[config.mk]
export PLATFORM = sky130hd
export DESIGN_NAME = info_frame_byte_stuffer_flat
export DESIGN_NICKNAME = d
export VERILOG_FILES = /design/src/hdl/ifbs_pkg.sv /design/src/hdl/ifbs_in_if.sv /design/src/hdl/ifbs_out_if.sv /design/src/hdl/ifbs_cfg_if.sv /design/src/hdl/info_frame_byte_stuffer.sv /design/src/flat_wrapper.sv
export SDC_FILE = /design/constraint.sdc
export NUM_CORES = 1
export LEC_CHECK = 0
export ABC_CLOCK_PERIOD_IN_PS = 6700
export BUFFER_PORTS_ARGS = -buffer_cell sky130_fd_sc_hd__buf_2
export CAP_MARGIN = 5
export CORE_MARGIN = 1.5
export CORE_UTILIZATION = 60
export CTS_CLUSTER_DIAMETER = 80
export DETAILED_ROUTE_END_ITERATION = 10
export PLACE_DENSITY = 0.8
export SKIP_LAST_GASP = 1
export SLEW_MARGIN = 30
export SYNTH_ARGS = -nofsm -noshare
export SYNTH_HDL_FRONTEND = slang
export SYNTH_SLANG_ARGS = --single-unit
export TNS_END_PERCENT = 10
[constraint.sdc]
create_clock -name clk_i -period 6.7 [get_ports clk_i]
set_clock_uncertainty 0.1 [all_clocks]
set_input_delay 0.335 -clock clk_i [delete_from_list [all_inputs] [get_ports clk_i]]
set_output_delay 0.335 -clock clk_i [all_outputs]
set_load 0.01 [all_outputs]
[src/hdl/ifbs_pkg.sv]
// Shared constants and types of the information frame byte stuffer.
package ifbs_pkg;

  // Byte width on both sides of the block.
  localparam int unsigned BYTE_W = 8;

  // Longest run of line bytes caused by one payload byte:
  // four header bytes, stuffed data, stuffed check byte and closing flag.
  localparam int unsigned RUN_MAX = 9;
  localparam int unsigned RUN_W   = $clog2(RUN_MAX + 1);

  // Framing codes.
  localparam logic [BYTE_W-1:0] FRAME_FLAG   = 8'h5c;
  localparam logic [BYTE_W-1:0] ESCAPE_BYTE  = 8'h5d;
  localparam logic [BYTE_W-1:0] FLAG_SUBST   = 8'h7c;
  localparam logic [BYTE_W-1:0] ESCAPE_SUBST = 8'h7d;
  localparam logic [BYTE_W-1:0] CTRL_SEQ0    = 8'h80;
  localparam logic [BYTE_W-1:0] CTRL_SEQ1    = 8'hc0;
  localparam logic [BYTE_W-1:0] ADDR_RESET   = 8'h01;

  typedef logic [BYTE_W-1:0] byte_t;
  typedef logic [RUN_W-1:0]  run_cnt_t;

endpackage

[src/hdl/ifbs_in_if.sv]
// Request channel carrying payload bytes into the stuffer.
interface ifbs_in_if;
  logic                  valid;
  logic                  ready;
  logic [ifbs_pkg::BYTE_W-1:0] data_byte;
  logic                  seq_bit;
  logic                  last_byte;

  modport source (output valid, output data_byte, output seq_bit, output last_byte,
                  input ready);
  modport sink   (input valid, input data_byte, input seq_bit, input last_byte,
                  output ready);
endinterface

[src/hdl/ifbs_out_if.sv]
// Request channel carrying line bytes out of the stuffer.
interface ifbs_out_if;
  logic                  valid;
  logic                  ready;
  logic [ifbs_pkg::BYTE_W-1:0] line_byte;
  logic                  run_end;

  modport source (output valid, output line_byte, output run_end, input ready);
  modport sink   (input valid, input line_byte, input run_end, output ready);
endinterface

[src/hdl/ifbs_cfg_if.sv]
// Write channel for the station address register.
interface ifbs_cfg_if;
  logic                  valid;
  logic                  ready;
  logic [ifbs_pkg::BYTE_W-1:0] data;

  modport source (output valid, output data, input ready);
  modport sink   (input valid, input data, output ready);
endinterface

[src/hdl/info_frame_byte_stuffer.sv]
// Information frame byte stuffer. Each accepted payload byte produces a run of 1 to 9 line
// bytes, one per cycle while out_o.ready is high, the final one marked with run_end: a
// four-byte header (flag, station address, control, address XOR control) on a frame's first
// byte, the payload byte stuffed (0x5c as 0x5d 0x7c, 0x5d as 0x5d 0x7d), and after the last
// byte the stuffed XOR check byte and a closing flag. An accepted byte is held in the input
// register and then its whole run is loaded into the output shift register, from which the
// line bytes are offered. The output side moves one line byte per cycle while out_o.ready is
// high, and that sets the rate: a payload byte has one or two line bytes mid-frame, and the
// input register takes the next byte while the current run drains. The station address is
// written through the configuration channel, resets to 0x01 and is used at the next header.
module info_frame_byte_stuffer (
  input  logic       clk_i,
  input  logic       rst_ni,
  ifbs_cfg_if.sink   cfg_i,
  ifbs_in_if.sink    in_i,
  ifbs_out_if.source out_o
);
  import ifbs_pkg::*;

  // Station address register.
  byte_t addr_q;

  // Input register.
  logic  in_vld_q;
  byte_t in_data_q;
  logic  in_seq_q;
  logic  in_last_q;

  // Frame state.
  logic  inside_q, inside_d;
  byte_t check_q, check_d;

  // Output shift register and remaining byte count.
  byte_t    run_q [RUN_MAX];
  byte_t    run_d [RUN_MAX];
  run_cnt_t cnt_q, cnt_d;

  // Run built from the registered input byte.
  byte_t    list [RUN_MAX];
  run_cnt_t list_len;

  logic take;
  logic load;
  logic in_take;

  assign cfg_i.ready = 1'b1;

  // Handshake control: load a new run from the input register when the output register is empty or empties this cycle.
  assign take    = out_o.valid & out_o.ready;
  assign load    = in_vld_q & ((cnt_q == '0) | ((cnt_q == run_cnt_t'(1)) & take));
  assign in_i.ready = ~in_vld_q | load;
  assign in_take = in_i.valid & in_i.ready;

  // Build the line bytes for the byte in the input register.
  always_comb begin
    byte_t ctrl;
    byte_t chk;
    run_cnt_t n;
    for (int i = 0; i < RUN_MAX; i++) begin
      list[i] = '0;
    end
    n    = '0;
    ctrl = in_seq_q ? CTRL_SEQ1 : CTRL_SEQ0;
    chk  = (inside_q ? check_q : '0) ^ in_data_q;
    if (!inside_q) begin
      list[0] = FRAME_FLAG;
      list[1] = addr_q;
      list[2] = ctrl;
      list[3] = addr_q ^ ctrl;
      n = run_cnt_t'(4);
    end
    // Payload byte, stuffed.
    if (in_data_q == FRAME_FLAG || in_data_q == ESCAPE_BYTE) begin
      list[n]                 = ESCAPE_BYTE;
      list[n + run_cnt_t'(1)] = (in_data_q == FRAME_FLAG) ? FLAG_SUBST : ESCAPE_SUBST;
      n = n + run_cnt_t'(2);
    end else begin
      list[n] = in_data_q;
      n = n + run_cnt_t'(1);
    end
    // Trailer: stuffed check byte and closing flag.
    if (in_last_q) begin
      if (chk == FRAME_FLAG || chk == ESCAPE_BYTE) begin
        list[n]                 = ESCAPE_BYTE;
        list[n + run_cnt_t'(1)] = (chk == FRAME_FLAG) ? FLAG_SUBST : ESCAPE_SUBST;
        n = n + run_cnt_t'(2);
      end else begin
        list[n] = chk;
        n = n + run_cnt_t'(1);
      end
      list[n] = FRAME_FLAG;
      n = n + run_cnt_t'(1);
    end
    list_len = n;
    inside_d = inside_q;
    check_d  = check_q;
    if (load) begin
      inside_d = ~in_last_q;
      check_d  = in_last_q ? '0 : chk;
    end
  end

  // Next value of the output shift register.
  always_comb begin
    for (int i = 0; i < RUN_MAX; i++) begin
      run_d[i] = run_q[i];
    end
    cnt_d = cnt_q;
    if (load) begin
      for (int i = 0; i < RUN_MAX; i++) begin
        run_d[i] = list[i];
      end
      cnt_d = list_len;
    end else if (take) begin
      for (int i = 0; i < RUN_MAX - 1; i++) begin
        run_d[i] = run_q[i + 1];
      end
      cnt_d = cnt_q - run_cnt_t'(1);
    end
  end

  // Control registers.
  always_ff @(posedge clk_i or negedge rst_ni) begin
    if (!rst_ni) begin
      addr_q   <= ADDR_RESET;
      in_vld_q <= 1'b0;
      inside_q <= 1'b0;
      check_q  <= '0;
      cnt_q    <= '0;
    end else begin
      if (cfg_i.valid) begin
        addr_q <= cfg_i.data;
      end
      if (in_take) begin
        in_vld_q <= 1'b1;
      end else if (load) begin
        in_vld_q <= 1'b0;
      end
      inside_q <= inside_d;
      check_q  <= check_d;
      cnt_q    <= cnt_d;
    end
  end

  // Payload registers.
  always_ff @(posedge clk_i) begin
    if (in_take) begin
      in_data_q <= in_i.data_byte;
      in_seq_q  <= in_i.seq_bit;
      in_last_q <= in_i.last_byte;
    end
    for (int i = 0; i < RUN_MAX; i++) begin
      run_q[i] <= run_d[i];
    end
  end

  assign out_o.valid     = (cnt_q != '0);
  assign out_o.line_byte = run_q[0];
  assign out_o.run_end   = (cnt_q == run_cnt_t'(1));

endmodule

[src/flat_wrapper.sv]
// flat-port wrapper written by rule: the top's interface ports become plain ports
module info_frame_byte_stuffer_flat import ifbs_pkg::*;
  (clk_i, rst_ni, cfg_i_valid, cfg_i_data, cfg_i_ready, in_i_valid, in_i_data_byte, in_i_seq_bit, in_i_last_byte, in_i_ready, out_o_valid, out_o_line_byte, out_o_run_end, out_o_ready);
  ifbs_cfg_if cfg_i_i ();
  ifbs_in_if in_i_i ();
  ifbs_out_if out_o_i ();
  input  logic clk_i;
  input  logic rst_ni;
  input wire logic [$bits(cfg_i_i.valid)-1:0] cfg_i_valid;
  input wire logic [$bits(cfg_i_i.data)-1:0] cfg_i_data;
  output wire logic [$bits(cfg_i_i.ready)-1:0] cfg_i_ready;
  input wire logic [$bits(in_i_i.valid)-1:0] in_i_valid;
  input wire logic [$bits(in_i_i.data_byte)-1:0] in_i_data_byte;
  input wire logic [$bits(in_i_i.seq_bit)-1:0] in_i_seq_bit;
  input wire logic [$bits(in_i_i.last_byte)-1:0] in_i_last_byte;
  output wire logic [$bits(in_i_i.ready)-1:0] in_i_ready;
  output wire logic [$bits(out_o_i.valid)-1:0] out_o_valid;
  output wire logic [$bits(out_o_i.line_byte)-1:0] out_o_line_byte;
  output wire logic [$bits(out_o_i.run_end)-1:0] out_o_run_end;
  input wire logic [$bits(out_o_i.ready)-1:0] out_o_ready;
  assign cfg_i_i.valid = cfg_i_valid;
  assign cfg_i_i.data = cfg_i_data;
  assign cfg_i_ready = cfg_i_i.ready;
  assign in_i_i.valid = in_i_valid;
  assign in_i_i.data_byte = in_i_data_byte;
  assign in_i_i.seq_bit = in_i_seq_bit;
  assign in_i_i.last_byte = in_i_last_byte;
  assign in_i_ready = in_i_i.ready;
  assign out_o_valid = out_o_i.valid;
  assign out_o_line_byte = out_o_i.line_byte;
  assign out_o_run_end = out_o_i.run_end;
  assign out_o_i.ready = out_o_ready;
  info_frame_byte_stuffer u_core (.clk_i(clk_i), .rst_ni(rst_ni), .cfg_i(cfg_i_i), .in_i(in_i_i), .out_o(out_o_i));
endmodule
* After elaboration in Yosys (flattened, before gate mapping) *
Memory sizes are Yosys's and may differ from the RTL's.
Index checks and enable logic that the tools add are counted.

operators by class
  bitwise gates (word level) = 24
  reduce and logical (&&, ||, !) cells = 11
  magnitude comparators = 10
  equality and inequality tests = 5
  muxes and demuxes = 36
  add/sub/neg operators = 6

operator list
  cell                                                         number
  bitwise mux 72 bit                                           4
  two-way mux 72 bit                                           4
  demux 8 bit (select 4 bit)                                   5
  two-way mux 64 bit                                           2
  bitwise OR 45 bit                                            2
  two-way mux 8 bit                                            8
  inverter 27 bit                                              2
  bitwise AND 36 bit                                           1
  inverter 36 bit                                              1
  bitwise OR 36 bit                                            1
  equality test 8 x 7 -> 1 bit (second input constant)         4
  two-way mux 31 bit                                           1
  bitwise AND 26 x 27 -> 27 bit                                1
  bitwise AND 27 bit                                           1
  >= comparator 5 bit (second input constant)                  5
  less-than comparator 5 x 1 -> 1 bit (second input constant)  5
  two-way mux 4 bit                                            6
  inverter 4 -> 5 bit                                          4
  XOR 8 bit                                                    2
  adder 4 x 1 -> 4 bit (second input constant)                 2
  two-way mux 7 bit                                            1
  logical AND 1 bit                                            5
  inverter 3 -> 5 bit                                          1
  adder 3 x 1 -> 4 bit (second input constant)                 1
  13 further kinds                                             23

word-level totals
  word-level logic and storage cells = 101
  input port bits = 23
  RAM bits = 72
  bits in registers = 32
  memories = 1

memories
  memory        words  width  rd ports  clocked after Yosys merged registers in  wr ports  RTL line                       source
  u_core.run_q  9      8      9         0                                        9         info_frame_byte_stuffer.sv:34  byte_t run_q [RUN_MAX];

* Longest topological paths before layout *
Gate-level depths: netlist of run 1.

  depth after elaboration = 17
  gate-level depth with buffers = 10

* Least setup slack after synthesis of run 1 *
OpenSTA, ideal clock, no wires.

  path type = reg2reg
  start = reg u_core.cnt_q[0] (netlist name)
  end = mem u_core.run_q[0][0] (netlist bit), enable pin
  path slack = 3.890 ns
  library setup time = 0.419 ns
  stages on the path, launching flop included = 6
  arrival time = 2.291 ns
  data required time = 6.181 ns
  cells stage by stage = dfrtp_1 -> inv_1 -> ha_1 -> nand2_1 -> mux2i_1 -> inv_1

RTL lines
  what           RTL line
  end, declared  info_frame_byte_stuffer.sv:34

==> results.py, run 1 <==
metrics = {
    "status": {
        "result_of_the_run": "finished, final reports clean",
    },
    "logic_synthesis": {
        "yosysTopAreaCell": "sky130_fd_sc_hd__edfxtp_1",
        "syn-cell-area_um2": 4800,
        "synth.top_cells.by_area": "sky130_fd_sc_hd__edfxtp_1 (47%), sky130_fd_sc_hd__dfrtp_1 (11%), sky130_fd_sc_hd__nand2_1 (5.4%)",
        "ys_seq_area_share_pct": 58.4,
        "synth-edff-count": 75,
        "count_of_state_elements_after_synthesis": 97,
        "yosys-top-cells-count": "sky130_fd_sc_hd__edfxtp_1 (75), sky130_fd_sc_hd__nand2_1 (69), sky130_fd_sc_hd__nor2_1 (25)",
        "synth_ff_type": "sky130_fd_sc_hd__edfxtp_1",
        "asyncSetResetFlopFracSynth_pct": 22.7,
        "syn_area_per_cell_um2": 11.2,
        "dominant_cell_by_count_in_the_synthesized_netlist": "sky130_fd_sc_hd__edfxtp_1",
        "synth.distinct_cells": 61,
        "syn-instance-count": 430,
        "synth.yosys.warnings": 0,
        "netlist.area_leader.share_pct": 46.9,
    },
    "timing": {
        "grt_setup_unrepaired": "no",
        "tightest_pin_transition_ns": 0.949,
        "setup_viol": 0,
        "min_period_ns": 3.91,
        "fin_tns_setup_ns": 0,
        "layout_setup_ws_ns": 2.79,
        "timing.fmax_ghz": 0.256,
        "hold_viol_final": 0,
        "timing.final.crit_share_pct": 58.3,
        "relSlewSlack_pct": 36.7,
        "final_max_slew_viol_count": 0,
    },
    "floorplan": {
        "floorplan.initialDensity_pct": 62.1,
        "top_level_ports": 35,
        "die_outline_area_um2": 8550,
        "horizontal_die_dimension_um": 92.4,
        "std_cell_rows": 32,
        "dieHeight_um": 92.4,
        "core_region_area_um2": 7730,
    },
    "setup_path": {
        "worst_ep_required_ns": 6.72,
        "timing.critical_path.to_type": "flop",
        "worstPathBufferInverterCount": 3,
        "crit_path_max_fanout": 103,
        "stages_on_worst_setup_path": 10,
        "critical-path-top-cell-by-count": "sky130_fd_sc_hd__a21o_1",
        "critPathTopFamily": "buffers and inverters",
        "critPathLaunchType": "flop",
        "critical_path_class": "reg -> reg",
        "crit_slowest_cell": "sky130_fd_sc_hd__clkinv_1",
        "timing.critical_path.slowest_cell_delay_ns": 0.86,
        "worst_ep_arrival_time_ns": 3.92,
        "ff2ff_path_depth": 10,
        "path_cells": "inv_1 > ha_1 > a21o_1 > nand3_4 > buf_4 > clkinv_1 > and3_1 > o21ai_0 > o41ai_2 > a21o_1",
    },
    "placed_design": {
        "io_buffers": 33,
        "globalplace.congestion": 0.927,
        "dp_hpwl_mm": 6.62,
        "preCtsSetupSlack_ns": 2.88,
    },
    "clock_network": {
        "cts_max_path_buffers": 2,
        "numCtsBuffers": 9,
        "tritoncts": "yes",
        "ctsRootBufferMaster": "sky130_fd_sc_hd__clkbuf_8",
        "post_cts_resized": 0,
        "worst_path_clk_slew_ns": 0.10,
        "post_cts.repair.setup_buffers": 0,
        "cts_num_sinks": 97,
        "clkLatencyLatePin_ns": 0.36,
        "cts-htree-levels": 3,
    },
    "pwr": {
        "worst_ir_drop_vdd_uv": 337,
        "finalPower_mw": 2.28,
        "power.density_cell_area_nw_per_um2": 446,
        "leakage_nw": 1.98,
    },
    "final_layout": {
        "postLayoutCoreUtil_pct": 66.3,
        "nNetsFinal": 466,
        "antenna_cells_inserted": 0,
        "flow.area_growth_from_synthesis_pct": 6.67,
        "share_of_final_layout_standard_cells_stronger_than_drive_strength_1_pct": 16.6,
    },
    "routing": {
        "route.detailed.vias_per_inst": 6.25,
        "wl_per_cell_um": 18.8,
        "routed-via-count": 3419,
        "ant_nets": 0,
        "detailedRoute.firstIterationViolations": 308,
        "remaining_drc_errors": 0,
        "detail_route.first_pass.iterations": 5,
        "route.final.wire_length_mm": 10.3,
    },
    "grt": {
        "grt_pass1_vias": 3171,
        "grt_max_degree": 104,
        "global_route.overflow_total": 0,
        "global_route.usage.total_pct": 25.2,
        "grt_first_pass_wirelength_mm": 16.2,
        "number_of_antenna_violations_at_the_first_check_in_global_routing": 0,
    },
    "worst_hold_path": {
        "timing.hold.worst_path_depth": 1,
        "min-delay-path-class": "in -> reg",
    },
    "run": {
        "max_cap_violations": 0,
    },
}
## final cells by class
type,instances,area (um2)
flip-flops and latches,97,2800
fillers,584,2610
multi-input cells,286,1780
repair buffers,38,205
clock buffers,10,128
well taps,102,128
clock inverters,6,45.0
inverters,8,30.0
## power breakdown
part	switching [mW]	internal, mW	total, mW
clock network	0.206	0.136	0.342
registers	0.134	0.991	1.12
logic	0.514	0.303	0.817
## sequential cells by signal, summed over array words and instances, names as in the netlist
register and count:
u_core.in_data_q 8, u_core.check_q 8, u_core.cnt_q 4, u_core.in_last_q 1, u_core.in_seq_q 1, u_core.run_q 65
u_core.in_vld_q 1, u_core.addr_q 8, u_core.inside_q 1
## per-layer routing
layer  up-vias  share of wire (%)  track usage, %
met3        18                6.6            4.68
met5         -                  0               0
met1      1663                 43            35.5
li1       1591                  -               -
met2       147                 48            38.8
met4         0                2.4            10.0
## kinds of logic (layout without fill, tap and decap cells)
| logic type | Yosys count | in the layout | share of synthesized area, % |
|---|---|---|---|
| flip-flops | 97 | 97 | 58.4 |
| buffers and inverters | 48 | 62 | 4.82 |
| AND/OR/NAND/NOR | 142 | 142 | 14.3 |
| multiplexers | 13 | 13 | 2.95 |
| AO/OA/AOI/OAI | 113 | 113 | 16.3 |
| XOR/XNOR | 12 | 12 | 2.19 |
| adder cells (fa/ha/maj) | 3 | 3 | 0.782 |
| other | 2 | 3 | 0.156 |
## through the flow
step                      instances  hold WS (ns)  instance area [um2]
after CTS                       547        0.0263                 5120
after global placement          530         0.245                 4940
after global routing            547        0.0254                 5120
after detailed placement        530         0.266                 4940
final                           547        0.0403                 5120
after floorplan                 431       -0.0606                 4800
## path summary, 6_finish.rpt
| check | to | from | slack, ns |
|---|---|---|---|
| min in group asynchronous | u_core.check_q[2] | rst_ni | 0.40 |
| max in group asynchronous | u_core.cnt_q[3] | rst_ni | 5.70 |
| worst max-delay path | u_core.run_q[0][54] | u_core.cnt_q[0] | 2.79 |
| worst min-delay path | u_core.in_data_q[1] | in_i_data_byte[1] | 0.04 |
| worst min register to register | u_core.check_q[0] | u_core.check_q[0] | 0.41 |
| worst max register to register | u_core.run_q[0][54] | u_core.cnt_q[0] | 2.79 |
## cell usage in the layout, fill, tap and decap left out, drive strengths merged, types with 4 or more instances in the layout
cell | synthesis | routed
mux2i | 4 | 4
buf | 22 | 37
xor2 | 7 | 7
nand2b | 6 | 6
clkbuf | 18 | 10
a31oi | 7 | 7
clkinv | 1 | 4
dfrtp | 21 | 21
nand2 | 69 | 69
nor2b | 4 | 4
o21ai | 24 | 24
nor2 | 26 | 26
a22o | 5 | 5
a211oi | 4 | 4
nand3 | 8 | 8
a21o | 10 | 10
xnor2 | 5 | 5
edfxtp | 75 | 75
a21oi | 21 | 21
nor3 | 10 | 10
nor4 | 4 | 4
o31ai | 9 | 9
and2 | 7 | 7
mux2 | 9 | 9
inv | 7 | 7
a311oi | 4 | 4
## repair_timing
action                                 in CTS  in global routing
setup endpoints to repair                   0                  0
endpoints found under the hold margin      21                  0
hold buffers                                1                  0
Note: power is estimated with default switching activity, not from simulation.
==> run 2, diff against run 1 <==
--- a/config.mk
+++ b/config.mk
@@ -5,7 +5,7 @@
 export SDC_FILE = /design/constraint.sdc
 export NUM_CORES = 1
 export LEC_CHECK = 0
-export ABC_CLOCK_PERIOD_IN_PS = 6700
+export ABC_CLOCK_PERIOD_IN_PS = 3600
 export BUFFER_PORTS_ARGS = -buffer_cell sky130_fd_sc_hd__buf_2
 export CAP_MARGIN = 5
 export CORE_MARGIN = 1.5
==> constraint.sdc (replaced) <==
create_clock -name clk_i -period 3.6 [get_ports clk_i]
set_clock_uncertainty 0.1 [all_clocks]
set_input_delay 0.18 -clock clk_i [delete_from_list [all_inputs] [get_ports clk_i]]
set_output_delay 0.18 -clock clk_i [all_outputs]
set_load 0.01 [all_outputs]
==> results.py, run 2 (same netlist as run 1, synthesis figures left out) <==
metrics = {
    "timing": {
        "tightest_pin_transition_ns": 0.549,
        "setup_viol": 0,
        "fin_tns_setup_ns": 0,
        "min_period_ns": 3.18,
        "timing.final.crit_share_pct": 88.5,
        "hold_viol_final": 0,
        "final_max_slew_viol_count": 0,
        "relSlewSlack_pct": 62.4,
        "layout_setup_ws_ns": 0.416,
        "grt_setup_unrepaired": "no",
        "timing.fmax_ghz": 0.314,
    },
    "grt": {
        "global_route.usage.total_pct": 26.4,
        "grt_max_degree": 65,
        "grt_first_pass_wirelength_mm": 17.0,
        "global_route.overflow_total": 0,
        "number_of_antenna_violations_at_the_first_check_in_global_routing": 0,
        "grt_pass1_vias": 3406,
    },
    "floorplan": {
        "std_cell_rows": 32,
        "top_level_ports": 35,
        "floorplan.initialDensity_pct": 62.1,
        "core_region_area_um2": 7730,
        "dieHeight_um": 92.4,
        "horizontal_die_dimension_um": 92.4,
        "die_outline_area_um2": 8550,
    },
    "pwr": {
        "power.density_cell_area_nw_per_um2": 801,
        "worst_ir_drop_vdd_uv": 624,
        "net_switching_component_of_the_power_mw": 1.59,
        "sw_frac_of_total_pct": 37.0,
        "power.internal_mw": 2.71,
        "seq_power_share_pct": 49.4,
        "combinationalPowerShare_pct": 35.8,
        "leakage_nw": 2.09,
        "p_clk_share_pct": 14.8,
    },
    "routing": {
        "ant_nets": 0,
        "detail_route.first_pass.iterations": 5,
        "remaining_drc_errors": 0,
        "route.detailed.vias_per_inst": 6.27,
        "route.final.wire_length_mm": 10.7,
        "wl_per_cell_um": 18.7,
        "routed-via-count": 3582,
        "detailedRoute.firstIterationViolations": 390,
    },
    "setup_path": {
        "ff2ff_path_depth": 7,
        "worst_ep_required_ns": 3.61,
        "worst_ep_arrival_time_ns": 3.19,
        "timing.critical_path.to_type": "flop",
        "critical_path_class": "reg -> reg",
        "regToRegEndpoint": "u_core.run_q[0][26]",
        "setup.worst_path.start": "u_core.inside_q",
        "crit_path_max_fanout": 23,
        "setup.worst_path.end": "u_core.run_q[0][26]",
        "crit-reg2reg-launch": "u_core.inside_q",
        "regToRegSetupSlack_ns": 0.42,
        "critPathLaunchType": "flop",
    },
    "final_layout": {
        "max_flop_register": "u_core.run_q",
        "largest_register_ffs": 65,
        "ff_latch_area_um2": 2800,
        "layout.cells.most_common_list": "sky130_fd_sc_hd__edfxtp_1 (75), sky130_fd_sc_hd__nand2_1 (69), sky130_fd_sc_hd__buf_2 (33), sky130_fd_sc_hd__nor2_1 (25), sky130_fd_sc_hd__o21ai_0 (24)",
        "flow.area_growth_from_synthesis_pct": 11.7,
        "n_fill_cell": 572,
        "mostFrequentLayoutCell": "sky130_fd_sc_hd__edfxtp_1",
        "nNetsFinal": 490,
        "share_of_final_layout_standard_cells_stronger_than_drive_strength_1_pct": 16.4,
        "multi_input_combinational_cell_area_um2": 1780,
        "antenna_cells_inserted": 0,
    },
    "status": {
        "result_of_the_run": "finished, final reports clean",
    },
    "clock_network": {
        "tritoncts": "yes",
        "ctsRootBufferMaster": "sky130_fd_sc_hd__clkbuf_8",
        "worst_path_clk_slew_ns": 0.09,
        "cts-htree-levels": 3,
        "cts_num_sinks": 97,
        "cts_max_path_buffers": 2,
        "numCtsBuffers": 9,
        "post_cts_resized": 0,
        "clkLatencyLatePin_ns": 0.37,
    },
    "run": {
        "max_cap_violations": 0,
    },
    "worst_hold_path": {
        "min-delay-path-class": "in -> reg",
    },
    "placed_design": {
        "globalplace.congestion": 0.918,
        "dp_hpwl_mm": 6.83,
        "io_buffers": 33,
        "preCtsSetupSlack_ns": 0.497,
    },
}
[run 2: timing repair]
action,4_1_cts,5_1_grt
hold buffers,21,0
endpoints found under the hold margin,41,0
buffers inserted,0,0
[run 2: worst max-delay path, cell delays in order, from the launching register on]
cell,delay (ns)
sky130_fd_sc_hd__dfrtp_1,0.71
sky130_fd_sc_hd__buf_4,0.38
sky130_fd_sc_hd__nand2_1,0.16
sky130_fd_sc_hd__xor2_1,0.27
sky130_fd_sc_hd__nand3_2,0.26
sky130_fd_sc_hd__ha_1,0.45
sky130_fd_sc_hd__nor3_1,0.45
sky130_fd_sc_hd__nor3_1,0.13
[run 2: final cells by class]
type | count | share of cell area, %
Sequential cell | 97 | 52.3
Tap cell | 102 | 2.38
Clock inverter | 5 | 0.583
Timing Repair Buffer | 62 | 8.35
Multi-Input combinational cell | 286 | 33.2
Inverter | 8 | 0.560
Clock buffer | 11 | 2.64
[run 2: power groups by stage]
stage / clock network [mW] / registers (mW) / logic (mW)
after floorplan: 0 / 2.00 / 1.24
after global placement: 0 / 2.11 / 1.43
after detailed placement: 0 / 2.14 / 1.50
after CTS: 0.643 / 2.11 / 1.52
after global routing: 0.688 / 2.17 / 1.70
final: 0.637 / 2.12 / 1.54
[run 2: metrics by stage]
step / util, % / total power, mW / hold WS, ns / std cells / cell area, um2
CTS: 69.4 / 4.28 / 0.102 / 571 / 5360
floorplan: - / 3.25 / -0.216 / 431 / 4800
global route: 69.4 / 4.56 / 0.123 / 571 / 5360
detailed placement: 64.4 / 3.63 / 0.0911 / 534 / 4980
global placement: 64.4 / 3.55 / 0.0964 / 534 / 4980
finish: 69.4 / 4.30 / 0.112 / 571 / 5360
[run 2: routing by layer]
metal,GRT usage [%],vias up,share of wire [%]
met5,0,-,0
li1,-,1634,-
met4,12.6,0,3.5
met2,42.2,190,47
met3,5.42,32,7.3
met1,34.7,1726,42
[run 2: worst min-delay path by stage]
stage                      from                 to  slack, ns  cells after the start
global route        cfg_i_valid   u_core.addr_q[6]       0.12                      2
CTS                 cfg_i_valid   u_core.addr_q[0]       0.10                      2
finish              cfg_i_valid   u_core.addr_q[0]       0.11                      2
floorplan                rst_ni   u_core.addr_q[1]      -0.22                      0
global placement         rst_ni  u_core.check_q[5]        0.1                      1
detailed placement       rst_ni  u_core.check_q[5]       0.09                      1
==> run 3, diff against run 2 <==
--- a/config.mk
+++ b/config.mk
@@ -5,7 +5,7 @@
 export SDC_FILE = /design/constraint.sdc
 export NUM_CORES = 1
 export LEC_CHECK = 0
-export ABC_CLOCK_PERIOD_IN_PS = 3600
+export ABC_CLOCK_PERIOD_IN_PS = 3800
 export BUFFER_PORTS_ARGS = -buffer_cell sky130_fd_sc_hd__buf_2
 export CAP_MARGIN = 5
 export CORE_MARGIN = 1.5
==> constraint.sdc (replaced) <==
create_clock -name clk_i -period 3.8 [get_ports clk_i]
set_clock_uncertainty 0.1 [all_clocks]
set_input_delay 0.19 -clock clk_i [delete_from_list [all_inputs] [get_ports clk_i]]
set_output_delay 0.19 -clock clk_i [all_outputs]
set_load 0.01 [all_outputs]
==> results.py, run 3 (same netlist as run 1, synthesis figures left out) <==
metrics = {
    "pwr": {
        "power.density_cell_area_nw_per_um2": 782,
        "worst_ir_drop_vdd_uv": 455,
        "leakage_nw": 2.11,
    },
    "final_layout": {
        "instances_no_fill": 570,
        "postLayoutCoreUtil_pct": 69.9,
        "largest_register_ffs": 65,
        "flow.area_growth_from_synthesis_pct": 12.5,
        "nNetsFinal": 489,
        "mostFrequentLayoutCell": "sky130_fd_sc_hd__edfxtp_1",
        "layout.cells.most_common_list": "sky130_fd_sc_hd__edfxtp_1 (75), sky130_fd_sc_hd__nand2_1 (69), sky130_fd_sc_hd__buf_2 (33), sky130_fd_sc_hd__nor2_1 (25), sky130_fd_sc_hd__o21ai_0 (24)",
        "antenna_cells_inserted": 0,
        "share_of_final_layout_standard_cells_stronger_than_drive_strength_1_pct": 15.8,
        "max_flop_register": "u_core.run_q",
    },
    "clock_network": {
        "worst_path_clk_slew_ns": 0.09,
        "ctsRootBufferMaster": "sky130_fd_sc_hd__clkbuf_8",
        "post_cts_resized": 0,
        "tritoncts": "yes",
        "cts-htree-levels": 3,
        "cts_max_path_buffers": 2,
        "numCtsBuffers": 9,
        "cts_num_sinks": 97,
        "post_cts.repair.setup_buffers": 0,
        "clkLatencyLatePin_ns": 0.35,
    },
    "grt": {
        "global_route.usage.total_pct": 25.6,
        "global_route.overflow_total": 0,
        "grt_max_degree": 73,
        "number_of_antenna_violations_at_the_first_check_in_global_routing": 0,
        "grt_pass1_vias": 3305,
        "grt_first_pass_wirelength_mm": 16.6,
    },
    "routing": {
        "ant_nets": 0,
        "wl_per_cell_um": 18.1,
        "route.final.wire_length_mm": 10.3,
        "routed-via-count": 3500,
        "remaining_drc_errors": 0,
        "detailedRoute.firstIterationViolations": 379,
        "detail_route.first_pass.iterations": 6,
        "route.detailed.vias_per_inst": 6.14,
    },
    "status": {
        "result_of_the_run": "finished, final reports clean",
    },
    "timing": {
        "timing.final.crit_share_pct": 80.8,
        "grt_setup_unrepaired": "no",
        "tightest_pin_transition_ns": 0.715,
        "min_period_ns": 3.07,
        "final_max_slew_viol_count": 0,
        "setup_viol": 0,
        "hold_viol_final": 0,
        "fin_tns_setup_ns": 0,
        "relSlewSlack_pct": 52.3,
        "timing.fmax_ghz": 0.326,
    },
    "setup_path": {
        "crit_path_max_fanout": 32,
        "path_cells": "buf_4 > nand2_1 > xor2_1 > nand3_2 > ha_1 > nor3_1 > nor3_1",
        "timing.critical_path.to_type": "flop",
        "critical-path-top-cell-by-count": "sky130_fd_sc_hd__nor3_1",
        "crit_slowest_cell": "sky130_fd_sc_hd__dfrtp_1",
        "critical_path_class": "reg -> reg",
        "worst_ep_arrival_time_ns": 3.06,
        "worst_ep_required_ns": 3.79,
        "critPathLaunchType": "flop",
        "timing.critical_path.slowest_cell_delay_ns": 0.53,
    },
    "worst_hold_path": {
        "min-delay-path-class": "in -> reg",
    },
    "placed_design": {
        "io_buffers": 33,
        "dp_hpwl_mm": 6.83,
        "place_inst": 533,
        "globalplace.congestion": 0.970,
    },
    "floorplan": {
        "floorplan.initialDensity_pct": 62.1,
        "top_level_ports": 35,
        "core_region_area_um2": 7730,
        "std_cell_rows": 32,
        "dieHeight_um": 92.4,
        "horizontal_die_dimension_um": 92.4,
        "die_outline_area_um2": 8550,
    },
    "run": {
        "max_cap_violations": 0,
    },
}
==> run 3: critical path, delay by kind of cell (launching register included) <==
kind	cells	cell delay, ns
buf+inv	1	0.39
xor+xnor	1	0.28
flops	1	0.53
simple gates	4	1.03
fa+ha+maj	1	0.46
==> run 3: path summary, 6_finish.rpt <==
| path | from | end | slack (ns) | cells past startpoint |
|---|---|---|---|---|
| max in group asynchronous | rst_ni | u_core.addr_q[0] | 2.97 | 2 |
| worst max register to register | u_core.inside_q | u_core.run_q[0][27] | 0.73 | 7 |
| worst min-delay path | cfg_i_valid | u_core.addr_q[2] | 0.13 | 2 |
| worst max-delay path | u_core.inside_q | u_core.run_q[0][27] | 0.73 | 7 |
| min in group asynchronous | rst_ni | u_core.inside_q | 0.25 | 2 |
| worst min register to register | u_core.check_q[0] | u_core.check_q[0] | 0.40 | 2 |
==> run 3: cell type report <==
cell class | count | area, um2
flip-flops and latches | 97 | 2800
multi-input cells | 286 | 1780
clock buffers | 13 | 139
clock inverters | 3 | 90.1
well taps | 102 | 128
inverters | 8 | 30.0
fillers | 558 | 2330
repair buffers | 61 | 428
==> run 3: stage by stage <==
| stage | total power [mW] | worst slack, ns | hold slack [ns] | instance area [um2] |
|---|---|---|---|---|
| finish | 4.22 | 0.730 | 0.130 | 5400 |
| global route | 4.48 | 0.504 | 0.132 | 5400 |
| CTS | 4.22 | 0.753 | 0.115 | 5400 |
| detailed placement | 3.43 | 0.776 | 0.121 | 4960 |
| global placement | 3.36 | 0.933 | 0.102 | 4960 |
| floorplan | 3.08 | 0.990 | -0.206 | 4800 |
==> run 3: timing repair <==
item / 4_1_cts / 5_1_grt
endpoints found under the setup margin: 0 / 0
hold buffers: 21 / 0
hold endpoints to repair: 41 / 0
==> run 3: report_power, final <==
group / switching (mW) / total (mW) / internal, mW / leakage [nW]
sequential: 0.252 / 2.00 / 1.74 / 1.00
combinational: 0.892 / 1.45 / 0.554 / 0.994
clock: 0.338 / 0.778 / 0.439 / 0.112
==> run 3: metal layers <==
metal | track usage [%] | wire length, um | vias to the layer above
met5 | 0 | 0 | -
li1 | - | - | 1629
met2 | 41.1 | 5070 | 157
met1 | 33.7 | 4340 | 1694
met3 | 7.06 | 739 | 20
met4 | 8.59 | 150 | 0
